==> config.mk <==
export PLATFORM = sky130hd
export DESIGN_NAME = rhl_ctrl
export DESIGN_NICKNAME = d
export VERILOG_FILES = /design/src/hw/rtl/rhl_pkg.sv /design/src/hw/rtl/rhl_ctrl.sv
export SDC_FILE = /design/constraint.sdc
export NUM_CORES = 1
export LEC_CHECK = 0
export BUFFER_PORTS_ARGS = -buffer_cell sky130_fd_sc_hd__buf_4
export CAP_MARGIN = 40
export CORE_AREA = 10 10 47 49
export CTS_CLUSTER_SIZE = 16
export DETAILED_ROUTE_END_ITERATION = 7
export DIE_AREA = 0 0 57 59
export PLACE_DENSITY_LB_ADDON = 0.25
export SYNTH_ARGS = -nofsm -noshare
export SYNTH_HDL_FRONTEND = slang
export SYNTH_SLANG_ARGS = --single-unit
==> constraint.sdc <==
create_clock -name clock -period 1.78 [get_ports clock]
set_input_delay 0.178 -clock clock [delete_from_list [all_inputs] [get_ports clock]]
set_output_delay 0.178 -clock clock [all_outputs]
set_load 0.05 [all_outputs]
==> src/hw/rtl/rhl_pkg.sv <==
// rhl_pkg: shared types, constants and codes of the ranked hypothesis list
// used by the controller, datapath, top level and checker

package rhl_pkg;

   localparam int MaxEntriesDef   = 16;
   localparam int KeptW           = 5;
   localparam int RadiusW         = 12;
   localparam logic [KeptW-1:0]   KeptReset   = 5'd16;
   localparam logic [RadiusW-1:0] RadiusReset = 12'd320;

   localparam logic [0:0] CSR_MAX_KEPT = 1'b0;
   localparam logic [0:0] CSR_RADIUS   = 1'b1;

   typedef enum logic [1:0] {
      CMD_INSERT = 2'd0,
      CMD_CLEAR  = 2'd1,
      CMD_READ   = 2'd2,
      CMD_NONE   = 2'd3
   } cmd_type;

   typedef enum logic [2:0] {
      ST_INSERTED   = 3'd0,
      ST_SUPPRESSED = 3'd1,
      ST_DROPPED    = 3'd2,
      ST_CLEARED    = 3'd3,
      ST_READ       = 3'd4,
      ST_EMPTY      = 3'd5
   } status_type;

   typedef struct packed {
      logic [1:0]         cmd;
      logic [7:0]         model_tag;
      logic signed [15:0] center_x;
      logic signed [15:0] center_y;
      logic [15:0]        score;
   } req_type;

   typedef struct packed {
      logic [2:0]         status;
      logic [7:0]         out_model_tag;
      logic signed [15:0] out_center_x;
      logic signed [15:0] out_center_y;
      logic [15:0]        out_score;
      logic [4:0]         entry_count;
      logic               last;
   } rsp_type;

   typedef enum logic [1:0] {
      S_IDLE  = 2'd0,
      S_EVAL  = 2'd1,
      S_OUT   = 2'd2,
      S_READ  = 2'd3
   } state_type;

   // controller to datapath
   typedef struct packed {
      logic capture;   // take request into datapath
      logic eval;      // register compare results
      logic commit;    // apply insert or clear
      logic rd_first;  // start readout at slot 0
      logic rd_next;   // advance readout slot
   } dp_cmd_type;

   // datapath to controller
   typedef struct packed {
      logic rd_last;   // current readout slot is the final one
      logic empty;     // no entries held
   } dp_stat_type;

endpackage

==> src/hw/rtl/rhl_ctrl.sv <==
// rhl_ctrl: state machine sequencing insert, clear and readout
// depends on rhl_pkg

module rhl_ctrl import rhl_pkg::*; (
   input  logic        clock,
   input  logic        reset,
   input  logic        req_valid,
   output logic        req_stall,
   input  logic [1:0]  req_cmd,
   output logic        rsp_valid,
   input  logic        rsp_stall,
   output logic        rsp_last_sel,
   output dp_cmd_type  dp_cmd,
   input  dp_stat_type dp_stat
);

   state_type state_ff, state_in;

   always_ff @(posedge clock) begin
      if (reset) begin
         state_ff <= S_IDLE;
      end else begin
         state_ff <= state_in;
      end
   end

   always_comb begin
      state_in  = state_ff;
      req_stall = 1'b1;
      rsp_valid = 1'b0;
      rsp_last_sel = 1'b1;
      dp_cmd    = '0;
      case (state_ff)
         S_IDLE: begin
            req_stall = 1'b0;
            if (req_valid) begin
               dp_cmd.capture = 1'b1;
               case (cmd_type'(req_cmd))
                  CMD_INSERT: state_in = S_EVAL;
                  CMD_CLEAR:  state_in = S_OUT;
                  CMD_READ: begin
                     dp_cmd.rd_first = 1'b1;
                     state_in = S_READ;
                  end
                  default: state_in = S_IDLE;
               endcase
            end
         end
         S_EVAL: begin
            dp_cmd.eval = 1'b1;
            state_in = S_OUT;
         end
         S_OUT: begin
            rsp_valid = 1'b1;
            if (!rsp_stall) begin
               dp_cmd.commit = 1'b1;
               state_in = S_IDLE;
            end
         end
         S_READ: begin
            rsp_valid = 1'b1;
            rsp_last_sel = dp_stat.rd_last | dp_stat.empty;
            if (!rsp_stall) begin
               dp_cmd.rd_next = 1'b1;
               if (rsp_last_sel) state_in = S_IDLE;
            end
         end
         default: state_in = S_IDLE;
      endcase
   end

endmodule

# Word-level counts from Yosys, hierarchy flattened
# Index checks and enable logic that the tools add are counted.
[classes]
addsub = 0
mul = 0
div = 0
n_lt_le_gt_ge = 0
n_eq_ne = 9
shifts = 0
muxes = 18
bitwise_logic = 1
reduce_logical = 4
[ops]
columns = ["operator", "n"]
rows = [
  ["$mux W1", 12],
  ["$mux W2", 4],
  ["$ne A2 B2 Y1 const B", 4],
  ["$pmux W2 S4", 1],
  ["$eq A2 B2 Y1 const B", 3],
  ["$pmux W2 S3", 1],
  ["$eq A2 B1 Y1 const B", 2],
  ["$logic_not A2 Y1", 2],
  ["$reduce_and A4 Y1", 1],
  ["$reduce_or A2 Y1", 1],
  ["$or A1 B1 Y1", 1],
]
[totals]
ff_bits = 2
latchBits = 0
mem_bits_rw = 0
romBits = 0
out_inout_bits = 8
wordCells = 33
n_memories = 0

# Longest topological paths before layout
# Gate-level depths: netlist of the first run.
[logic_depth]
word_depth = 4
ltp_mapped = 4
ltp_nobuf = 4

# Worst setup path after synthesis of the first run
# Ideal clock, no wire load.
[synth_timing]
path_kind = "reg2out"
start = "register state_ff[0]"
end = "output port dp_cmd[1] in the netlist's numbering"
arrival_time_ns = 1.607
required_time_ns = 1.602
path_slack_ns = -0.005
stages_incl_launch_ff = 3
path_buffers = 0
cell_sequence = "dfxtp_1 nor3b_2 and2_1"
[synth_rtl]
columns = ["element", "line", "text"]
rows = [
  ["from (decl)", "rhl_ctrl.sv:17", "state_type state_ff, state_in;"],
  ["from (signal assigned)", "rhl_ctrl.sv:23", "state_ff <= state_in;"],
  ["to (decl)", "rhl_ctrl.sv:13", "output dp_cmd_type dp_cmd,"],
]

==> results of run 1 <==
[Yosys cell counts, drive strengths merged]
| library cell | instances | share of area |
|---|---|---|
| or2 | 3 | 0.090 |
| and2b | 2 | 0.078 |
| dfxtp | 2 | 0.19 |
| ha | 2 | 0.12 |
| inv | 2 | 0.036 |
| a21oi | 1 | 0.024 |
| a221oi | 1 | 0.072 |
| a22o | 1 | 0.042 |
| and2 | 1 | 0.030 |
| and3b | 1 | 0.048 |
| clkbuf | 1 | 0.018 |
| nand2 | 1 | 0.018 |
| nand3b | 1 | 0.036 |
| nor2 | 1 | 0.018 |
| nor2b | 1 | 0.030 |
| nor3b | 1 | 0.060 |
| o21ba | 1 | 0.048 |
| o21bai | 1 | 0.036 |
[logic make-up after synthesis]
kind of cell,synth area share
flip-flops,0.193
AO/OA/AOI/OAI,0.223
AND/OR/NAND/NOR,0.410
buffers and inverters,0.0542
adder cells (fa/ha/maj),0.120
[layer usage]
layer	vias up	global-route usage
met4	0	0.0302
li1	116	-
met5	-	0
met1	97	0.0535
met2	15	0.0372
met3	0	0.0193
[stage by stage]
step	cell area (sq um)	std cells
3_5_place_dp	343	54
6_report	365	57
3_3_place_gp	343	54
5_1_grt	365	57
2_1_floorplan	214	24
4_1_cts	365	57
[worst paths after layout]
| check | from | endpoint | cells after the start |
|---|---|---|---|
| hold / removal | reset | state_ff[1] | 2 |
| setup reg to reg | state_ff[1] | state_ff[1] | 2 |
| hold reg to reg | state_ff[0] | state_ff[1] | 2 |
| setup / recovery | state_ff[1] | dp_cmd[2] | 3 |
[layout by cell type (no fill, tap or decap)]
| cell type | Yosys | final |
|---|---|---|
| dfxtp_1 | 2 | 2 |
| and2b_2 | 1 | 1 |
| nand2_1 | 1 | 1 |
| nand3b_1 | 1 | 1 |
| o21bai_1 | 1 | 1 |
| or2_2 | 1 | 1 |
| nor2_1 | 1 | 1 |
| buf_4 | 0 | 15 |
| clkbuf_4 | 0 | 3 |
| a21oi_1 | 1 | 1 |
| a221oi_2 | 1 | 1 |
| ha_1 | 2 | 2 |
| nor3b_4 | 0 | 1 |
| a22o_1 | 1 | 1 |
| or2_1 | 2 | 2 |
| and3b_2 | 1 | 1 |
| nor2b_1 | 1 | 1 |
| o21ba_2 | 1 | 1 |
| inv_1 | 2 | 2 |
| and2b_1 | 1 | 1 |
| and2_1 | 1 | 1 |
[layout make-up]
type / instances / area (sq um) / share of cell area
Clock buffer: 3 / 22.5 / 0.0616
Inverter: 2 / 7.51 / 0.0205
Multi-Input combinational cell: 19 / 163 / 0.445
Sequential cell: 2 / 40.0 / 0.110
Tap cell: 16 / 20.0 / 0.0548
Timing Repair Buffer: 15 / 113 / 0.308
[critical path: stages (launching register included)]
cell and delay, ns:
dfxtp_1 0.47, and2b_1 0.20, nor2b_1 0.14, buf_4 0.21
[power by group]
group	switching [mW]	internal, mW
sequential	0.00768	0.0487
clock	0.0208	0.0740
combinational	0.0615	0.0420
==> results.py, run 1 <==
metrics = {
    "clocking": {
        "clock_path_buffers": 2,
        "clk-insertion-delay-late_ns": 0.22,
        "cts_root_buffer": "clkbuf_4",
        "cts.sinks": 2,
        "cts_buffers": 3,
        "cts_tree": "yes",
        "clk_pin_slew_ns": 0.03,
        "cts_hold_buf": 0,
        "cts-resized-gates": 0,
        "cts-htree-levels": 1,
        "cts_setup_buffers": 0,
    },
    "timing": {
        "fin_skew_ns": 0.000738,
        "worstMarginPinSlew_ns": 0.289,
        "setup_slack_ns": 0.364,
        "hold_violations": 0,
        "setup-tns-final_ns": 0,
        "timing.final.crit_share": 0.796,
        "setup_violations": 0,
        "min_period_ns": 1.42,
        "slew_violations": 0,
        "rsz0062_at_grt": "no",
        "max_freq_mhz": 706,
        "slew_headroom": 0.807,
        "hold_ws_ns": 0.141,
    },
    "die": {
        "die_w_um": 57,
        "rows": 14,
        "die_h_um": 59,
        "core_sq_um": 1400,
        "dieArea_sq_um": 3360,
        "start_util": 0.148,
        "pin_count": 16,
    },
    "global_route": {
        "grt_remaining_overflow": 0,
        "grt_max_degree": 10,
        "antenna_found_initial": 0,
        "grt_pass1_wl_um": 1040,
        "track_usage": 0.0376,
        "grt_pass1_vias": 247,
    },
    "critical_path": {
        "crit_arrival_ns": 1.24,
        "cp-end-kind": "output pin",
        "worstSetupPathType": "flop to output pin",
        "start_kind": "flop",
        "regToRegSetupSlack_ns": 0.86,
        "critPathMaxFanout": 9,
        "required_ns": 1.60,
    },
    "drt": {
        "dr_wl_met3_um": 116,
        "totalWireLength_um": 653,
        "wirelength_met1_um": 322,
        "wl_met2_um": 214,
        "drt_first_iter_violations": 2,
        "topRoutingLayerUsed": "met3",
        "drtPass1Iterations": 2,
        "wl_per_cell_um": 11.5,
        "vias": 228,
        "via_per_inst": 4.00,
        "drc": 0,
        "ant_nets": 0,
    },
    "logic_synthesis": {
        "syn_inst": 24,
        "seq_area_frac_synth": 0.193,
        "synthesis.area_per_instance_sq_um": 8.65,
        "ys.warnings.count": 0,
        "yosys_register_bits": 2,
        "synth_nets": 34,
        "ys_types": 20,
        "synthesis.area_sq_um": 208,
    },
    "cells_and_area": {
        "drive_above_1_share": 0.585,
        "fillCellCount": 161,
        "syn_to_final_growth_pct": 75.9,
        "fin_nets": 53,
        "fin_util": 0.261,
        "largest_register_ffs": 2,
        "regMostFlops": "state_ff",
        "diodes": 0,
        "largestRegisters": "state_ff: 2 flops",
    },
    "power_and_ir_drop": {
        "p_leak_nw": 0.186,
        "finalPower_mw": 0.255,
        "power-per-cell-area_nw_per_um2": 697,
        "peakVddDrop_v": 0.000224,
    },
    "placed_design": {
        "io_buffers": 15,
        "pre_cts_ws_ns": 0.582,
        "gp_congestion": 0.678,
        "dp_hpwl_um": 562,
    },
    "flow_run": {
        "max_cap_violations": 0,
    },
    "min_path": {
        "hp-class": "input port to flop",
    },
    "outcome": {
        "status": "completed",
    },
}
Power figures use the tool's default switching activity.
==> run 2, diff against run 1 <==
==> constraint.sdc (replaced) <==
create_clock -name clock -period 1.3 [get_ports clock]
set_input_delay 0.13 -clock clock [delete_from_list [all_inputs] [get_ports clock]]
set_output_delay 0.13 -clock clock [all_outputs]
set_load 0.05 [all_outputs]
==> run 2 against run 1 <==
Cell area is 7.5% higher. Utilization is 2.0 points higher. Register-to-register slack worse by 0.56 ns. Power grew 42%. Sequential share of layout area grew 0.51 points. Global-route usage fell by 0.18 points. Final cell count is 3.5% higher. Largest cell class unchanged. Highest routed layer unchanged.
==> results.py, run 2 (synthesis gave the netlist of run 1 again) <==
metrics = {
    "outcome": {
        "status": "completed",
    },
    "clocking": {
        "cts_root_buffer": "clkbuf_4",
        "clk_pin_slew_ns": 0.03,
        "cts_buffers": 3,
        "cts-htree-levels": 1,
        "cts_tree": "yes",
        "clk-insertion-delay-late_ns": 0.22,
        "cts.sinks": 2,
        "cts_hold_buf": 0,
        "clock_path_buffers": 2,
    },
    "cells_and_area": {
        "diodes": 0,
        "multi_input_area_sq_um": 166,
        "drive_above_1_share": 0.698,
        "largestRegisters": "state_ff: 2 flops",
        "layout_commonest_cell": "buf_4",
        "fin_nets": 55,
        "largest_register_ffs": 2,
        "syn_to_final_growth_pct": 89.2,
        "regMostFlops": "state_ff",
        "regArea_sq_um": 45.0,
        "fillCellCount": 160,
        "layout_common_cells": "buf_4, clkbuf_4, inv_1, or2_1, ha_1",
    },
    "drt": {
        "wl_per_cell_um": 10.8,
        "vias": 229,
        "ant_nets": 0,
        "drt_first_iter_violations": 2,
        "totalWireLength_um": 638,
        "via_per_inst": 3.88,
        "drc": 0,
        "drtPass1Iterations": 2,
    },
    "global_route": {
        "grt_pass1_vias": 230,
        "track_usage": 0.0359,
        "grt_pass1_wl_um": 993,
        "grt_max_degree": 10,
        "grt_remaining_overflow": 0,
        "antenna_found_initial": 0,
    },
    "power_and_ir_drop": {
        "p_leak_nw": 0.199,
        "peakVddDrop_v": 0.000358,
        "power-per-cell-area_nw_per_um2": 922,
    },
    "die": {
        "rows": 14,
        "dieArea_sq_um": 3360,
        "pin_count": 16,
        "die_w_um": 57,
        "start_util": 0.148,
        "die_h_um": 59,
        "core_sq_um": 1400,
    },
    "placed_design": {
        "pre_cts_ws_ns": 0.156,
        "dp_hpwl_um": 533,
        "io_buffers": 15,
        "gp_congestion": 0.626,
    },
    "critical_path": {
        "critPathMaxFanout": 7,
        "crit_arrival_ns": 1.10,
        "start_kind": "flop",
        "cp-end-kind": "output pin",
        "required_ns": 1.17,
        "worstSetupPathType": "flop to output pin",
        "path_cells": "nand2_1, or2_1, buf_4",
        "critical_path.slowest_cell": "dfxtp_2",
        "slowest_delay_ns": 0.39,
        "path_delay_family": "flip-flops",
        "critPathBufInv": 1,
    },
    "timing": {
        "slew_violations": 0,
        "timing.final.crit_share": 0.946,
        "setup_slack_ns": 0.0703,
        "worstMarginPinSlew_ns": 0.174,
        "rsz0062_at_grt": "no",
        "slew_headroom": 0.884,
        "setup-tns-final_ns": 0,
        "hold_violations": 0,
        "max_freq_mhz": 813,
        "min_period_ns": 1.23,
        "setup_violations": 0,
        "fin_skew_ns": 0.00119,
    },
    "flow_run": {
        "max_cap_violations": 0,
    },
    "min_path": {
        "hp-class": "input port to flop",
    },
}
## run 2: layout make-up
type                    instances  share of cell area
multi-input cells              19               0.424
repair buffers                 17               0.334
flip-flops and latches          2               0.115
clock buffers                   3              0.0573
well taps                      16              0.0510
inverters                       2              0.0191
## run 2: worst paths after layout
kind / slack [ns] / to / depth (start not counted) / start
worst max-delay path: 0.07 / rsp_last_sel / 3 / state_ff[0]
worst min-delay path: 0.07 / state_ff[1] / 2 / reset
worst max register to register: 0.30 / state_ff[0] / 4 / state_ff[0]
worst min register to register: 0.62 / state_ff[1] / 2 / state_ff[1]
## run 2: metrics by stage
step	util	hold WS [ns]	cell area (sq um)	std cells	power [mW]
after floorplan	-	0.196	218	24	0.172
after global placement	0.247	0.313	347	54	0.222
after detailed placement	0.247	0.311	347	54	0.222
after CTS	0.268	0.0672	375	57	0.366
after global routing	0.280	0.0723	393	59	0.383
final	0.280	0.0744	393	59	0.362
## run 2: power by group
| part | internal [mW] | switching (mW) | total, mW |
|---|---|---|---|
| clock network | 0.101 | 0.0312 | 0.133 |
| registers | 0.0674 | 0.0107 | 0.0781 |
| logic | 0.0669 | 0.0845 | 0.151 |
| total | 0.236 | 0.126 | 0.362 |
## run 2: what timing repair did
action | CTS | global route
pin swaps | 0 | 1
endpoints found under the setup margin | 3 | 3
gates cloned | 0 | 0
setup buffers | 0 | 2
gates resized for setup | 3 | 1
endpoints found under the hold margin | 0 | 0
## run 2: per-layer routing
layer | GRT usage | up-vias | wire (um)
li1 | - | 120 | -
met1 | 0.0403 | 95 | 301
met2 | 0.0450 | 14 | 248
met3 | 0.0300 | 0 | 88
met4 | 0.0201 | 0 | 0
met5 | 0 | - | 0
